`config.mk`:
```
export PLATFORM = sky130hd
export DESIGN_NAME = dns_name_decompressor_unit
export DESIGN_NICKNAME = d
export VERILOG_FILES = /design/src/sv/dnsd_pkg.sv /design/src/sv/dnsd_ram.sv /design/src/sv/dnsd_fifo.sv /design/src/sv/dnsd_front.sv /design/src/sv/dnsd_back.sv /design/src/sv/dns_name_decompressor_unit.sv
export SDC_FILE = /design/constraint.sdc
export NUM_CORES = 2
export LEC_CHECK = 0
export BUFFER_PORTS_ARGS = -buffer_cell sky130_fd_sc_hd__buf_2
export CORE_MARGIN = 4
export CORE_UTILIZATION = 40
export DETAILED_ROUTE_END_ITERATION = 12
export GPL_TIMING_DRIVEN = 1
export SETUP_SLACK_MARGIN = 0.02
export SYNTH_ARGS = -nofsm -noshare
export SYNTH_HDL_FRONTEND = slang
export SYNTH_HIERARCHICAL = 1
export SYNTH_MEMORY_MAX_BITS = 65536
export SYNTH_SLANG_ARGS = --single-unit
export TNS_END_PERCENT = 20
```
`constraint.sdc`:
```
create_clock -name i_clk -period 13.2 [get_ports i_clk]
set_input_delay 1.32 -clock i_clk [delete_from_list [all_inputs] [get_ports i_clk]]
set_output_delay 1.32 -clock i_clk [all_outputs]
set_load 0.01 [all_outputs]
```
`src/sv/dnsd_pkg.sv`:
```
`timescale 1ns / 1ps
// ----------------------------------------------------------------------------
// DNS name decompressor package
// Shared types and fixed constants for the name decompressor block.
// ----------------------------------------------------------------------------
package dnsd_pkg;

    // Fixed field widths.
    localparam int ADDR_W    = 9;    // byte_address input
    localparam int POS_W     = 15;   // walk position, covers any pointer target plus a label
    localparam int LEN_W     = 6;    // label length / pointer high bits
    localparam int CNT_W     = 4;    // characters in one result, 0..8
    localparam int HOPS_W    = 4;
    localparam int CHARS_W   = 8;
    localparam int SIZE_W    = 9;    // encoded size before capping
    localparam int CFG_IDX_W = 1;
    localparam int CFG_DAT_W = 8;

    // Operation codes.
    localparam logic OP_WRITE  = 1'b0;
    localparam logic OP_DECODE = 1'b1;

    // Configuration register indexes.
    localparam logic [CFG_IDX_W-1:0] CFG_MAX_HOPS  = 1'b0;
    localparam logic [CFG_IDX_W-1:0] CFG_MAX_CHARS = 1'b1;

    // Reset values of the configuration registers.
    localparam logic [HOPS_W-1:0]  HOPS_RESET = 4'd10;
    localparam logic [CHARS_W-1:0] NAME_RESET = 8'd255;

    // Name encoding constants.
    localparam logic [1:0]        PTR_MARK  = 2'b11;
    localparam logic [7:0]        DOT_CHAR  = 8'h2E;
    localparam logic [SIZE_W-1:0] SIZE_CAP  = 9'd255;
    localparam logic [CNT_W-1:0]  PACK_FULL = 4'd8;

    // One queued command from the front to the back.
    typedef struct packed {
        logic              is_decode;
        logic [ADDR_W-1:0] addr;
        logic [7:0]        value;
    } t_cmd;

    // Configuration seen by the walker.
    typedef struct packed {
        logic [HOPS_W-1:0]  max_hops;
        logic [CHARS_W-1:0] max_chars;
    } t_cfg;

    // One result item.
    typedef struct packed {
        logic [63:0]        chars;
        logic [CNT_W-1:0]   char_count;
        logic               last;
        logic [7:0]         name_length;
        logic [7:0]         encoded_size;
        logic               hop_limit_hit;
        logic               truncated;
        logic               out_of_range;
    } t_result;

endpackage

```
`src/sv/dnsd_ram.sv`:
```
`timescale 1ns / 1ps
// ----------------------------------------------------------------------------
// Generic RAM
// One write port and one read port with registered read data.
// ----------------------------------------------------------------------------
module dnsd_ram #(
    parameter int WIDTH = 8,
    parameter int DEPTH = 512
) (
    input  logic                     i_clk,
    input  logic                     i_we,
    input  logic [$clog2(DEPTH)-1:0] i_waddr,
    input  logic [WIDTH-1:0]         i_wdata,
    input  logic                     i_re,
    input  logic [$clog2(DEPTH)-1:0] i_raddr,
    output logic [WIDTH-1:0]         o_rdata
);

    logic [WIDTH-1:0] r_mem [DEPTH];
    logic [WIDTH-1:0] r_rdata;

    // Write port, and a read port that holds its data until the next read.
    always_ff @(posedge i_clk) begin
        if (i_we) begin
            r_mem[i_waddr] <= i_wdata;
        end
        if (i_re) begin
            r_rdata <= r_mem[i_raddr];
        end
    end

    assign o_rdata = r_rdata;

endmodule

```
`src/sv/dnsd_fifo.sv`:
```
`timescale 1ns / 1ps
// ----------------------------------------------------------------------------
// Small synchronous FIFO
// Register-based queue with full and empty flags and a show-ahead head.
// ----------------------------------------------------------------------------
module dnsd_fifo #(
    parameter int WIDTH = 8,
    parameter int DEPTH = 4
) (
    input  logic             i_clk,
    input  logic             i_rst_n,
    input  logic             i_push,
    input  logic [WIDTH-1:0] i_data,
    output logic             o_full,
    input  logic             i_pop,
    output logic [WIDTH-1:0] o_data,
    output logic             o_empty
);

    localparam int PTR_W = $clog2(DEPTH);
    localparam int CNT_W = $clog2(DEPTH + 1);

    logic [WIDTH-1:0] r_mem [DEPTH];
    logic [PTR_W-1:0] r_wr_ptr, n_wr_ptr;
    logic [PTR_W-1:0] r_rd_ptr, n_rd_ptr;
    logic [CNT_W-1:0] r_count, n_count;
    logic             w_do_push;
    logic             w_do_pop;

    assign o_full    = (r_count == CNT_W'(DEPTH));
    assign o_empty   = (r_count == '0);
    assign o_data    = r_mem[r_rd_ptr];
    assign w_do_push = i_push && !o_full;
    assign w_do_pop  = i_pop && !o_empty;

    // Pointer wrap and occupancy update.
    always_comb begin
        n_wr_ptr = r_wr_ptr;
        n_rd_ptr = r_rd_ptr;
        n_count  = r_count;
        if (w_do_push) begin
            n_wr_ptr = (r_wr_ptr == PTR_W'(DEPTH - 1)) ? '0 : r_wr_ptr + 1'b1;
        end
        if (w_do_pop) begin
            n_rd_ptr = (r_rd_ptr == PTR_W'(DEPTH - 1)) ? '0 : r_rd_ptr + 1'b1;
        end
        if (w_do_push && !w_do_pop) begin
            n_count = r_count + 1'b1;
        end else if (w_do_pop && !w_do_push) begin
            n_count = r_count - 1'b1;
        end
    end

    always_ff @(posedge i_clk) begin
        if (!i_rst_n) begin
            r_wr_ptr <= '0;
            r_rd_ptr <= '0;
            r_count  <= '0;
        end else begin
            r_wr_ptr <= n_wr_ptr;
            r_rd_ptr <= n_rd_ptr;
            r_count  <= n_count;
        end
    end

    // Storage needs no reset.
    always_ff @(posedge i_clk) begin
        if (w_do_push) begin
            r_mem[r_wr_ptr] <= i_data;
        end
    end

endmodule

```
`src/sv/dnsd_front.sv`:
```
`timescale 1ns / 1ps
// ----------------------------------------------------------------------------
// Name decompressor front end
// Accepts input items, drops writes beyond the store and queues the rest.
// ----------------------------------------------------------------------------
module dnsd_front #(
    parameter int STORE_BYTES = 512,
    parameter int QUEUE_DEPTH = 4
) (
    input  logic                  i_clk,
    input  logic                  i_rst_n,
    input  logic                  i_push,
    input  logic                  i_operation,
    input  logic [dnsd_pkg::ADDR_W-1:0] i_byte_address,
    input  logic [7:0]            i_byte_value,
    output logic                  o_full,
    input  logic                  i_cmd_pop,
    output logic                  o_cmd_empty,
    output dnsd_pkg::t_cmd        o_cmd
);

    import dnsd_pkg::*;

    t_cmd w_cmd;
    logic w_in_range;
    logic w_keep;

    // A write outside the store has no effect, so it never enters the queue.
    assign w_in_range    = (POS_W'(i_byte_address) < POS_W'(STORE_BYTES));
    assign w_keep        = (i_operation == OP_DECODE) || w_in_range;
    assign w_cmd.is_decode = (i_operation == OP_DECODE);
    assign w_cmd.addr    = i_byte_address;
    assign w_cmd.value   = i_byte_value;

    dnsd_fifo #(
        .WIDTH ($bits(t_cmd)),
        .DEPTH (QUEUE_DEPTH)
    ) u_cmd_queue (
        .i_clk   (i_clk),
        .i_rst_n (i_rst_n),
        .i_push  (i_push && !o_full && w_keep),
        .i_data  (w_cmd),
        .o_full  (o_full),
        .i_pop   (i_cmd_pop),
        .o_data  (o_cmd),
        .o_empty (o_cmd_empty)
    );

endmodule

```
`src/sv/dnsd_back.sv`:
```
`timescale 1ns / 1ps
// ----------------------------------------------------------------------------
// Name decompressor back end
// Performs store writes and walks names through labels and pointers.
// ----------------------------------------------------------------------------
module dnsd_back #(
    parameter int STORE_BYTES = 512
) (
    input  logic                           i_clk,
    input  logic                           i_rst_n,
    input  logic                           i_cmd_empty,
    input  dnsd_pkg::t_cmd                 i_cmd,
    output logic                           o_cmd_pop,
    input  dnsd_pkg::t_cfg                 i_cfg,
    output logic                           o_ram_we,
    output logic [$clog2(STORE_BYTES)-1:0] o_ram_waddr,
    output logic [7:0]                     o_ram_wdata,
    output logic                           o_ram_re,
    output logic [$clog2(STORE_BYTES)-1:0] o_ram_raddr,
    input  logic [7:0]                     i_ram_rdata,
    input  logic                           i_res_full,
    output logic                           o_res_push,
    output dnsd_pkg::t_result              o_res
);

    import dnsd_pkg::*;

    localparam int AW = $clog2(STORE_BYTES);

    // Walker states.
    localparam logic [3:0] S_IDLE      = 4'd0;
    localparam logic [3:0] S_FETCH_LEN = 4'd1;
    localparam logic [3:0] S_LEN       = 4'd2;
    localparam logic [3:0] S_PTR_LO    = 4'd3;
    localparam logic [3:0] S_DOT       = 4'd4;
    localparam logic [3:0] S_CHAR_RD   = 4'd5;
    localparam logic [3:0] S_CHAR_WR   = 4'd6;
    localparam logic [3:0] S_ES_INIT   = 4'd7;
    localparam logic [3:0] S_ES_FETCH  = 4'd8;
    localparam logic [3:0] S_ES_LEN    = 4'd9;
    localparam logic [3:0] S_FINAL     = 4'd10;

    logic [3:0]         r_state,   n_state;
    logic [POS_W-1:0]   r_pos,     n_pos;
    logic [ADDR_W-1:0]  r_start,   n_start;
    logic [CHARS_W-1:0] r_nlen,    n_nlen;
    logic [HOPS_W-1:0]  r_hops,    n_hops;
    logic [LEN_W-1:0]   r_rem,     n_rem;
    logic [LEN_W-1:0]   r_hi,      n_hi;
    logic [SIZE_W-1:0]  r_size,    n_size;
    logic [63:0]        r_pack,    n_pack;
    logic [CNT_W-1:0]   r_pcnt,    n_pcnt;
    logic               r_oor,     n_oor;
    logic               r_hop_hit, n_hop_hit;
    logic               r_trunc,   n_trunc;

    logic [POS_W-1:0]   w_cmd_pos;
    logic [POS_W-1:0]   w_pos_inc;
    logic               w_pos_in;
    logic               w_pos_inc_in;
    logic [LEN_W-1:0]   w_len;
    logic               w_is_ptr;
    logic               w_pack_full;
    logic               w_can_add;
    logic [7:0]         w_char;
    logic [63:0]        w_pack_app;

    assign w_cmd_pos    = POS_W'(i_cmd.addr);
    assign w_pos_inc    = r_pos + 1'b1;
    assign w_pos_in     = (r_pos < POS_W'(STORE_BYTES));
    assign w_pos_inc_in = (w_pos_inc < POS_W'(STORE_BYTES));
    assign w_len        = i_ram_rdata[LEN_W-1:0];
    assign w_is_ptr     = (i_ram_rdata[7:6] == PTR_MARK);
    assign w_pack_full  = (r_pcnt == PACK_FULL);
    assign w_can_add    = !w_pack_full || !i_res_full;
    assign w_char       = (r_state == S_DOT) ? DOT_CHAR : i_ram_rdata;

    // Character placed at the next free byte of the result word.
    always_comb begin
        for (int j = 0; j < 8; j++) begin
            w_pack_app[8*j +: 8] = (CNT_W'(j) == r_pcnt) ? w_char : r_pack[8*j +: 8];
        end
    end

    // Walk sequencer.
    always_comb begin
        n_state   = r_state;
        n_pos     = r_pos;
        n_start   = r_start;
        n_nlen    = r_nlen;
        n_hops    = r_hops;
        n_rem     = r_rem;
        n_hi      = r_hi;
        n_size    = r_size;
        n_pack    = r_pack;
        n_pcnt    = r_pcnt;
        n_oor     = r_oor;
        n_hop_hit = r_hop_hit;
        n_trunc   = r_trunc;

        o_cmd_pop   = 1'b0;
        o_ram_we    = 1'b0;
        o_ram_waddr = w_cmd_pos[AW-1:0];
        o_ram_wdata = i_cmd.value;
        o_ram_re    = 1'b0;
        o_ram_raddr = r_pos[AW-1:0];
        o_res_push  = 1'b0;
        o_res       = '0;

        // A full result word goes out before the next character starts a new one.
        if ((r_state == S_DOT || r_state == S_CHAR_WR) && w_pack_full && w_can_add) begin
            o_res_push       = 1'b1;
            o_res.chars      = r_pack;
            o_res.char_count = PACK_FULL;
        end

        unique case (r_state)
            S_IDLE: begin
                if (!i_cmd_empty) begin
                    o_cmd_pop = 1'b1;
                    if (i_cmd.is_decode) begin
                        n_pos     = w_cmd_pos;
                        n_start   = i_cmd.addr;
                        n_nlen    = '0;
                        n_hops    = '0;
                        n_pack    = '0;
                        n_pcnt    = '0;
                        n_oor     = 1'b0;
                        n_hop_hit = 1'b0;
                        n_trunc   = 1'b0;
                        n_state   = S_FETCH_LEN;
                    end else begin
                        o_ram_we = 1'b1;
                    end
                end
            end
            S_FETCH_LEN: begin
                if (!w_pos_in) begin
                    n_oor   = 1'b1;
                    n_state = S_ES_INIT;
                end else begin
                    o_ram_re = 1'b1;
                    n_state  = S_LEN;
                end
            end
            S_LEN: begin
                if (w_is_ptr) begin
                    if (r_hops >= i_cfg.max_hops) begin
                        n_hop_hit = 1'b1;
                        n_state   = S_ES_INIT;
                    end else if (!w_pos_inc_in) begin
                        n_oor   = 1'b1;
                        n_state = S_ES_INIT;
                    end else begin
                        n_hi        = w_len;
                        o_ram_re    = 1'b1;
                        o_ram_raddr = w_pos_inc[AW-1:0];
                        n_state     = S_PTR_LO;
                    end
                end else begin
                    n_pos = w_pos_inc;
                    n_rem = w_len;
                    if (w_len == '0) begin
                        n_state = S_ES_INIT;
                    end else if (r_nlen == '0) begin
                        n_state = S_CHAR_RD;
                    end else if (r_nlen >= i_cfg.max_chars) begin
                        n_trunc = 1'b1;
                        n_state = S_ES_INIT;
                    end else begin
                        n_state = S_DOT;
                    end
                end
            end
            S_PTR_LO: begin
                n_pos   = POS_W'({r_hi, i_ram_rdata});
                n_hops  = r_hops + 1'b1;
                n_state = S_FETCH_LEN;
            end
            S_DOT: begin
                if (w_can_add) begin
                    n_pack  = w_pack_full ? {56'd0, w_char} : w_pack_app;
                    n_pcnt  = w_pack_full ? CNT_W'(1) : r_pcnt + 1'b1;
                    n_nlen  = r_nlen + 1'b1;
                    n_state = S_CHAR_RD;
                end
            end
            S_CHAR_RD: begin
                if (r_rem == '0) begin
                    n_state = S_FETCH_LEN;
                end else if (r_nlen >= i_cfg.max_chars) begin
                    n_trunc = 1'b1;
                    n_state = S_ES_INIT;
                end else if (!w_pos_in) begin
                    n_oor   = 1'b1;
                    n_state = S_ES_INIT;
                end else begin
                    o_ram_re = 1'b1;
                    n_state  = S_CHAR_WR;
                end
            end
            S_CHAR_WR: begin
                if (w_can_add) begin
                    n_pack  = w_pack_full ? {56'd0, w_char} : w_pack_app;
                    n_pcnt  = w_pack_full ? CNT_W'(1) : r_pcnt + 1'b1;
                    n_nlen  = r_nlen + 1'b1;
                    n_pos   = w_pos_inc;
                    n_rem   = r_rem - 1'b1;
                    n_state = S_CHAR_RD;
                end
            end
            S_ES_INIT: begin
                n_pos   = POS_W'(r_start);
                n_size  = '0;
                n_state = S_ES_FETCH;
            end
            S_ES_FETCH: begin
                if (r_size >= SIZE_CAP) begin
                    n_state = S_FINAL;
                end else if (!w_pos_in) begin
                    // Beyond the store reads as a terminator.
                    n_oor   = 1'b1;
                    n_size  = r_size + 1'b1;
                    n_state = S_FINAL;
                end else begin
                    o_ram_re = 1'b1;
                    n_state  = S_ES_LEN;
                end
            end
            S_ES_LEN: begin
                if (w_is_ptr) begin
                    n_size  = r_size + SIZE_W'(2);
                    n_state = S_FINAL;
                end else if (w_len == '0) begin
                    n_size  = r_size + 1'b1;
                    n_state = S_FINAL;
                end else begin
                    n_size  = r_size + SIZE_W'(w_len) + 1'b1;
                    n_pos   = r_pos + POS_W'(w_len) + 1'b1;
                    n_state = S_ES_FETCH;
                end
            end
            S_FINAL: begin
                if (!i_res_full) begin
                    o_res_push         = 1'b1;
                    o_res.chars        = r_pack;
                    o_res.char_count   = r_pcnt;
                    o_res.last         = 1'b1;
                    o_res.name_length  = r_nlen;
                    o_res.encoded_size = (r_size > SIZE_CAP) ? 8'd255 : r_size[7:0];
                    o_res.hop_limit_hit = r_hop_hit;
                    o_res.truncated    = r_trunc;
                    o_res.out_of_range = r_oor;
                    n_state            = S_IDLE;
                end
            end
            default: begin
                n_state = S_IDLE;
            end
        endcase
    end

    // Control state.
    always_ff @(posedge i_clk) begin
        if (!i_rst_n) begin
            r_state <= S_IDLE;
        end else begin
            r_state <= n_state;
        end
    end

    // Walk context; every field is loaded before use.
    always_ff @(posedge i_clk) begin
        r_pos     <= n_pos;
        r_start   <= n_start;
        r_nlen    <= n_nlen;
        r_hops    <= n_hops;
        r_rem     <= n_rem;
        r_hi      <= n_hi;
        r_size    <= n_size;
        r_pack    <= n_pack;
        r_pcnt    <= n_pcnt;
        r_oor     <= n_oor;
        r_hop_hit <= n_hop_hit;
        r_trunc   <= n_trunc;
    end

endmodule

```
`src/sv/dns_name_decompressor_unit.sv`:
```
// A byte write passes through the command queue and is stored by the back end while idle;
// writes sustain one per cycle while no decode is in progress. A decode reads the store
// one byte at a time through the single read port: label lengths, characters and pointers,
// then the length bytes of the encoded-size walk, and finally emits the last result.
// Reset is synchronous and clears queues, walker state and configuration; the store
// keeps undefined contents until written, with no clearing pass.
`timescale 1ns / 1ps
// ----------------------------------------------------------------------------
// DNS name decompressor
// Message byte store with a label/pointer walker that emits dotted names.
// ----------------------------------------------------------------------------
module dns_name_decompressor_unit #(
    parameter int STORE_BYTES = 512
) (
    input  logic                              i_clk,
    input  logic                              i_rst_n,
    // Input queue side
    input  logic                              push,
    output logic                              full,
    input  logic                              i_operation,
    input  logic [dnsd_pkg::ADDR_W-1:0]       i_byte_address,
    input  logic [7:0]                        i_byte_value,
    // Result queue side
    output logic                              empty,
    input  logic                              pop,
    output logic [63:0]                       o_chars,
    output logic [dnsd_pkg::CNT_W-1:0]        o_char_count,
    output logic                              o_last,
    output logic [7:0]                        o_name_length,
    output logic [7:0]                        o_encoded_size,
    output logic                              o_hop_limit_hit,
    output logic                              o_truncated,
    output logic                              o_out_of_range,
    // Configuration write port
    input  logic                              i_cfg_we,
    input  logic [dnsd_pkg::CFG_IDX_W-1:0]    i_cfg_index,
    input  logic [dnsd_pkg::CFG_DAT_W-1:0]    i_cfg_data
);

    import dnsd_pkg::*;

    localparam int AW = $clog2(STORE_BYTES);

    logic [HOPS_W-1:0]  r_max_hops;
    logic [CHARS_W-1:0] r_max_chars;
    t_cfg               w_cfg;
    t_cmd               w_cmd;
    logic               w_cmd_empty;
    logic               w_cmd_pop;
    logic               w_ram_we;
    logic [AW-1:0]      w_ram_waddr;
    logic [7:0]         w_ram_wdata;
    logic               w_ram_re;
    logic [AW-1:0]      w_ram_raddr;
    logic [7:0]         w_ram_rdata;
    logic               w_res_full;
    logic               w_res_push;
    t_result            w_res;
    t_result            w_res_head;

    // Configuration registers.
    always_ff @(posedge i_clk) begin
        if (!i_rst_n) begin
            r_max_hops  <= HOPS_RESET;
            r_max_chars <= NAME_RESET;
        end else if (i_cfg_we) begin
            unique case (i_cfg_index)
                CFG_MAX_HOPS:  r_max_hops  <= i_cfg_data[HOPS_W-1:0];
                CFG_MAX_CHARS: r_max_chars <= i_cfg_data[CHARS_W-1:0];
                default:       r_max_hops  <= r_max_hops;
            endcase
        end
    end

    assign w_cfg.max_hops  = r_max_hops;
    assign w_cfg.max_chars = r_max_chars;

    // Front end: accept and queue commands.
    dnsd_front #(
        .STORE_BYTES (STORE_BYTES),
        .QUEUE_DEPTH (4)
    ) u_front (
        .i_clk          (i_clk),
        .i_rst_n        (i_rst_n),
        .i_push         (push),
        .i_operation    (i_operation),
        .i_byte_address (i_byte_address),
        .i_byte_value   (i_byte_value),
        .o_full         (full),
        .i_cmd_pop      (w_cmd_pop),
        .o_cmd_empty    (w_cmd_empty),
        .o_cmd          (w_cmd)
    );

    // Message store.
    dnsd_ram #(
        .WIDTH (8),
        .DEPTH (STORE_BYTES)
    ) u_store (
        .i_clk   (i_clk),
        .i_we    (w_ram_we),
        .i_waddr (w_ram_waddr),
        .i_wdata (w_ram_wdata),
        .i_re    (w_ram_re),
        .i_raddr (w_ram_raddr),
        .o_rdata (w_ram_rdata)
    );

    // Back end: writes and name walks.
    dnsd_back #(
        .STORE_BYTES (STORE_BYTES)
    ) u_back (
        .i_clk       (i_clk),
        .i_rst_n     (i_rst_n),
        .i_cmd_empty (w_cmd_empty),
        .i_cmd       (w_cmd),
        .o_cmd_pop   (w_cmd_pop),
        .i_cfg       (w_cfg),
        .o_ram_we    (w_ram_we),
        .o_ram_waddr (w_ram_waddr),
        .o_ram_wdata (w_ram_wdata),
        .o_ram_re    (w_ram_re),
        .o_ram_raddr (w_ram_raddr),
        .i_ram_rdata (w_ram_rdata),
        .i_res_full  (w_res_full),
        .o_res_push  (w_res_push),
        .o_res       (w_res)
    );

    // Result queue decouples the walker from the consumer.
    dnsd_fifo #(
        .WIDTH ($bits(t_result)),
        .DEPTH (4)
    ) u_res_queue (
        .i_clk   (i_clk),
        .i_rst_n (i_rst_n),
        .i_push  (w_res_push),
        .i_data  (w_res),
        .o_full  (w_res_full),
        .i_pop   (pop),
        .o_data  (w_res_head),
        .o_empty (empty)
    );

    assign o_chars         = w_res_head.chars;
    assign o_char_count    = w_res_head.char_count;
    assign o_last          = w_res_head.last;
    assign o_name_length   = w_res_head.name_length;
    assign o_encoded_size  = w_res_head.encoded_size;
    assign o_hop_limit_hit = w_res_head.hop_limit_hit;
    assign o_truncated     = w_res_head.truncated;
    assign o_out_of_range  = w_res_head.out_of_range;

endmodule

```
After elaboration in Yosys (flattened, before gate mapping). Memories as Yosys holds them, arrays and structs flattened. A register that Yosys moved wholly into a read port is not among the register bits. Index checks and enable logic that the tools add are counted.

Word-level logic and storage cells: 290. Output and inout port bits: 90. Input port bits: 32. Flip-flop bits (word level): 158. Memory bits (writable): 4520. Memories: 3.

$lt $le $gt $ge: 6. Add/subtract/negate cells: 19. Multiplexer cells: 119. Reduce and logical (&&, ||, !) cells: 61. Bitwise gates (word level): 3. Equal/unequal tests: 51.

Memories: u_store.r_mem (words 512, bits a word 8, rd ports 1, clocked after Yosys merged registers in 1, wr ports 1, line dnsd_ram.sv:19) `logic [WIDTH-1:0] r_mem [DEPTH];`; u_res_queue.r_mem (words 4, bits a word 88, rd ports 1, clocked after Yosys merged registers in 1, wr ports 1, line dnsd_fifo.sv:23) `logic [WIDTH-1:0] r_mem [DEPTH];`; u_front.u_cmd_queue.r_mem (words 4, bits a word 18, rd ports 1, clocked after Yosys merged registers in 1, wr ports 1, line dnsd_fifo.sv:23).

Operators with widths (count): 64-bit 2-to-1 mux (4); 88-bit 2-to-1 mux (2); 64-bit case mux with 2 select lines (1); 8-bit 2-to-1 mux (13); 15-bit 2-to-1 mux (6); 15-bit case mux with 6 select lines (1); 9-bit 2-to-1 mux (8); 68-bit 2-to-1 mux (1); 4-bit 2-to-1 mux (16); 5-bit AND reduction (9); 4-bit case mux with 10 select lines (1); 1-bit 2-to-1 mux (38); 15-bit by 1-bit adder with 15-bit output (second input constant) (2); 15-bit by 10-bit less-than comparator with 1-bit output (second input constant) (2); 9-bit case mux with 3 select lines (1); 2-bit inequality test (second input constant) (13); 3-bit by 1-bit inequality test with 1-bit output (second input constant) (8); 2-bit 2-to-1 mux (11); 9-bit by 1-bit adder with 9-bit output (second input constant) (2); 3-bit 2-to-1 mux (6); 3-bit by 4-bit equality test with 1-bit output (first input constant) (4); 4-bit by 3-bit equality test with 1-bit output (second input constant) (4); 4-bit equality test (second input constant) (4); 4-bit case mux with 2 select lines (2); 45 further kinds (100).

Logic depth before layout (Yosys ltp).
Depth after elaboration: 12. Gate-level depth with buffers: 20.

Modules after synthesis. The synthesis kept the hierarchy.

Modules (own cells, without submodules): dnsd_ram (area each 160007.2 um^2, instances 1, cells an instance 8030); dnsd_fifo (u_res_queue) (area each 13160.1 um^2, instances 1, cells an instance 511); dnsd_back (area each 8496.9 um^2, instances 1, cells an instance 882); dnsd_fifo (u_front.u_cmd_queue) (area each 3119.2 um^2, instances 1, cells an instance 145); dns_name_decompressor_unit (area each 496.7 um^2, instances 1, cells an instance 55); dnsd_front (area each 13.8 um^2, instances 1, cells an instance 1).

Worst setup path before layout. Ideal clock, no wire load.

Path type: flip-flop to flip-flop. Start: reg u_back.r_hops[0]. End: reg u_store.r_rdata[0], in the netlist u_store/o_rdata[0] (read register of u_store.r_mem) (data pin). Slack: 8828 ps. Cell stages (with the launch flop): 18. Library setup time: 257 ps. Arrival: 4115 ps. Required time: 12943 ps. Path through: edfxtp_1 > inv_1 > ha_1 > nand2b_1 > a2111oi_1 > o211ai_2 > nor3_2 > xnor2_1 > buf_4 > buf_12 > buf_12 > buf_2 > mux4_2 > o21ai_0 > nand3_1 > nand4_1 > o21ai_0 > o2111a_1.

Cells in the longest elaborated chain, start to end: 4.

RTL lines: from (decl) (line dnsd_back.sv:47) `logic [HOPS_W-1:0] r_hops, n_hops;`; from (signal assigned) (line dnsd_back.sv:277) `r_hops <= n_hops;`; 4-bit greater-or-equal comparator (line dnsd_back.sv:148) `if (r_hops >= i_cfg.max_hops) begin`; 9-bit 2-to-1 mux (line dnsd_back.sv:148); 9-bit 2-to-1 mux (line dnsd_back.sv:147) `if (w_is_ptr) begin`; 9-bit 2-to-1 mux (line dnsd_back.sv:117) `unique case (r_state)`; named net w_ram_raddr[0] (line dns_name_decompressor_unit.sv:54) `logic [AW-1:0] w_ram_raddr;`; to (decl) (line dnsd_ram.sv:20) `logic [WIDTH-1:0] r_rdata;`.

The timed path passes the listed nets, and every way through them passes these cells. A chain may end at the register's enable or synchronous reset.

Final worst setup path.
Start: reg u_back.r_hops[0]. End: reg u_store.r_rdata[1], in the netlist u_store/o_rdata[1] (read register of u_store.r_mem) (data pin).

Same word-level chain as after synthesis.

==> flow_metrics.tcl <==
set metrics [dict create \
    dpl.cell_count 15460 \
    antenna_found_initial 20 \
    overflow 0 \
    dr_total_vias 96016 \
    drt-total-wl_um 484000 \
    period_minus_slack_ns 7.74 \
    synthFlopType "edfxtp_1" \
    fmax_ghz 0.129 \
    critPathTopFamily "buffers and inverters" \
    drive_gt1_frac 0.174 \
    postSynthCellCount 9624 \
    drc 0 \
    critPathLaunchType "register" \
    leakagePower_nw 64.9 \
    crit_required_ns 14.10 \
    cp_max_fo 111 \
    min_to "r_max_hops[1]" \
    hold_viol_final 0 \
    ys_seq_elements 4690 \
    finalCritPeriodShare 0.586 \
    worst_slew_pin_slew_ns 1.44 \
    grt_pass1_vias 94427 \
    p_total_mw 45.4 \
    worstHoldPathCells 2 \
    ys_seq_area_frac 0.758 \
    root_buffer "clkbuf_16" \
    critPathBufInv 5 \
    synth_cell_type_count 84 \
    crit_chain "inv_1, ha_1, nand2b_1, a2111oi_1, o211ai_2, nor3_2, buf_4, nand2_1, o21ai_4, buf_4, buf_12, buf_4, mux4_2, a22oi_1, a21oi_1, a31oi_1, nor4_1, o2111a_1" \
    hold_path_class "reg2reg" \
    crit_type "reg2reg" \
    skew_ns 0.0780 \
    cts-hold-fix-buffers 0 \
    initial_core_util 0.402 \
    cp_slowest_cell "nor4_1" \
    port_buffers 121 \
    ys.warnings.count 6 \
    rows 249 \
    clk_pin_slew_ns 0.06 \
    ir_worst_vdd_v 0.000185 \
    syn_area_sq_um 185000 \
    cts_resized 0 \
    vias_per_cell 5.88 \
    power.density_nw_per_um2 219 \
    wire_per_inst_um 29.6 \
    routabilityCongestion 0.892 \
    cts_setup_buffers 0 \
    drtIter0Drc 11989 \
    layout_common_cells "edfxtp_1, mux2i_1, mux4_2" \
    clkSinkCount 4690 \
    crit_path_max_incr_delay_ns 1.27 \
    clk_path_buf_depth 4 \
    cp_data_arrival_time_ns 8.63 \
    drv_cap 0 \
    antenna_left 0 \
    drtPass1Iterations 6 \
    reg2reg_slack_ns 5.46 \
    synth-edff-count 4656 \
    syn-num-nets 9708 \
    final_net_count 9856 \
    grt_usage 0.199 \
    chipHeight_um 689 \
    die_x_um 689 \
    reg2reg_depth 18 \
    status "completed" \
    path_common_cell "buf_4" \
    mostFrequentLayoutCell "edfxtp_1" \
    rsz0062_at_grt "false" \
    grt_max_degree 186 \
    area_growth_pct 11.7 \
    slew_headroom 0.0297 \
    h-tree-depth 5 \
    final-setup-viol-count 0 \
    worstSetupEndpointType "register" \
    clock_latency_ns 1.03 \
    cts_made_buffers 459 \
    fill_cells 38453 \
    reg2reg_to "u_store/o_rdata[1]" \
    grt_pass1_wl_um 693000 \
    coreArea_sq_um 461000 \
    slew_violations 0 \
    dp_hpwl_um 292000 \
    cts_tree "built" \
    r2r-start "u_back/r_hops[0]" \
    synth_area_per_cell_sq_um 19.3 \
    setup_tns_ns 0 \
    async_flop_share 0 \
    die-area_sq_um 474000 \
    min-delay-start "r_max_hops[1]" \
    ios 122 \
    fin_cells 16330 \
]
metal layers:
metal	vias to the layer above	wire length, um	global-route usage
met5	-	47	0
met4	8	17800	0.0651
met2	4634	229000	0.318
met3	821	38600	0.0317
met1	50632	198000	0.279
li1	39921	-	-
cells in the mapped netlist, drive strengths merged (19+ instances only):
library cell,number,area (sq um)
a211oi,22,165
o21ai,182,911
a22oi,69,518
mux4,760,17100
o221ai,376,3300
and2,117,732
nand3,75,380
nand2b,25,156
dfxtp,34,681
nand4,38,244
xnor2,31,272
nor4,44,282
nor3,133,696
xor2,26,228
ha,48,601
inv,58,218
edfxtp,4656,140000
nor2b,21,139
o22ai,174,1090
nor2,681,2560
nand2,187,702
o211ai,19,148
a21oi,248,1240
buf,300,2330
mux2i,806,8070
clkbuf,311,1170
worst max-delay path by stage:
stage          slack (ns)  cells after the start                  to             start
6_report             5.46                     18  u_store/o_rdata[1]  u_back/r_hops[0]
2_1_floorplan        8.83                     17  u_store/o_rdata[0]  u_back/r_hops[0]
4_1_cts              5.63                     18  u_store/o_rdata[1]  u_back/r_hops[0]
3_5_place_dp         5.61                     18  u_store/o_rdata[1]  u_back/r_hops[0]
5_1_grt              5.33                     18  u_store/o_rdata[1]  u_back/r_hops[0]
3_3_place_gp         5.50                     18  u_store/o_rdata[1]  u_back/r_hops[0]
metrics by stage:
step / utilization / cell area [sq um] / setup WS (ns) / hold slack (ns)
after floorplan: - / 185000 / 8.83 / 0.432
after global placement: 0.417 / 192000 / 5.50 / 0.453
after detailed placement: 0.417 / 192000 / 5.61 / 0.461
after CTS: 0.449 / 207000 / 5.63 / 0.458
after global routing: 0.449 / 207000 / 5.33 / 0.501
final: 0.449 / 207000 / 5.46 / 0.471
layout make-up:
class	count	area, sq um	area share
clock buffer	563	12000	0.0579
multi-input combinational	4265	41400	0.200
tap	6149	7690	0.0372
antenna	14	35.0	0.000169
timing repair buffer	298	2220	0.0107
clock inverter	293	2910	0.0141
inverter	58	225	0.00109
sequential	4690	141000	0.679
tightest hold or removal path: stages (launching register included):
cell and delay, ns:
dfxtp_1 0.31, inv_1 0.05, a31oi_1 0.06
cells by family (layout without fill, tap and decap cells):
family,count (synthesis),after routing,share of synthesized area
and+or+nand+nor,1386,1386,0.0343
DFF,4690,4690,0.758
adders and majority gates,52,52,0.00367
AOI/OAI and AO/OA,1204,1204,0.0449
buffers and inverters,669,1212,0.0201
other,0,14,0
muxes,1566,1566,0.136
xor gates and xnor gates,57,57,0.00269
power breakdown:
| group | total, mW | leakage (nW) | internal [mW] | switching (mW) |
|---|---|---|---|---|
| Sequential | 18.8 | 42.2 | 18.6 | 0.188 |
| Clock | 12.9 | 7.23 | 7.35 | 5.58 |
| Combinational | 13.6 | 15.4 | 4.29 | 9.31 |
| Total | 45.4 | 64.9 | 30.3 | 15.1 |
registers in the layout, summed over array words and instances, names as in the netlist, 8 cells and up, named ones only:
name and flops:
u_store/r_mem 4096, u_res_queue/r_mem 352, u_front/u_cmd_queue/r_mem 72, u_back/r_pack 64
u_back/r_pos 15, u_back/r_size 9, u_back/r_start 9, r_max_chars 8
u_back/r_nlen 8, u_store/o_rdata 8
(Power assumes the default switching activity.)
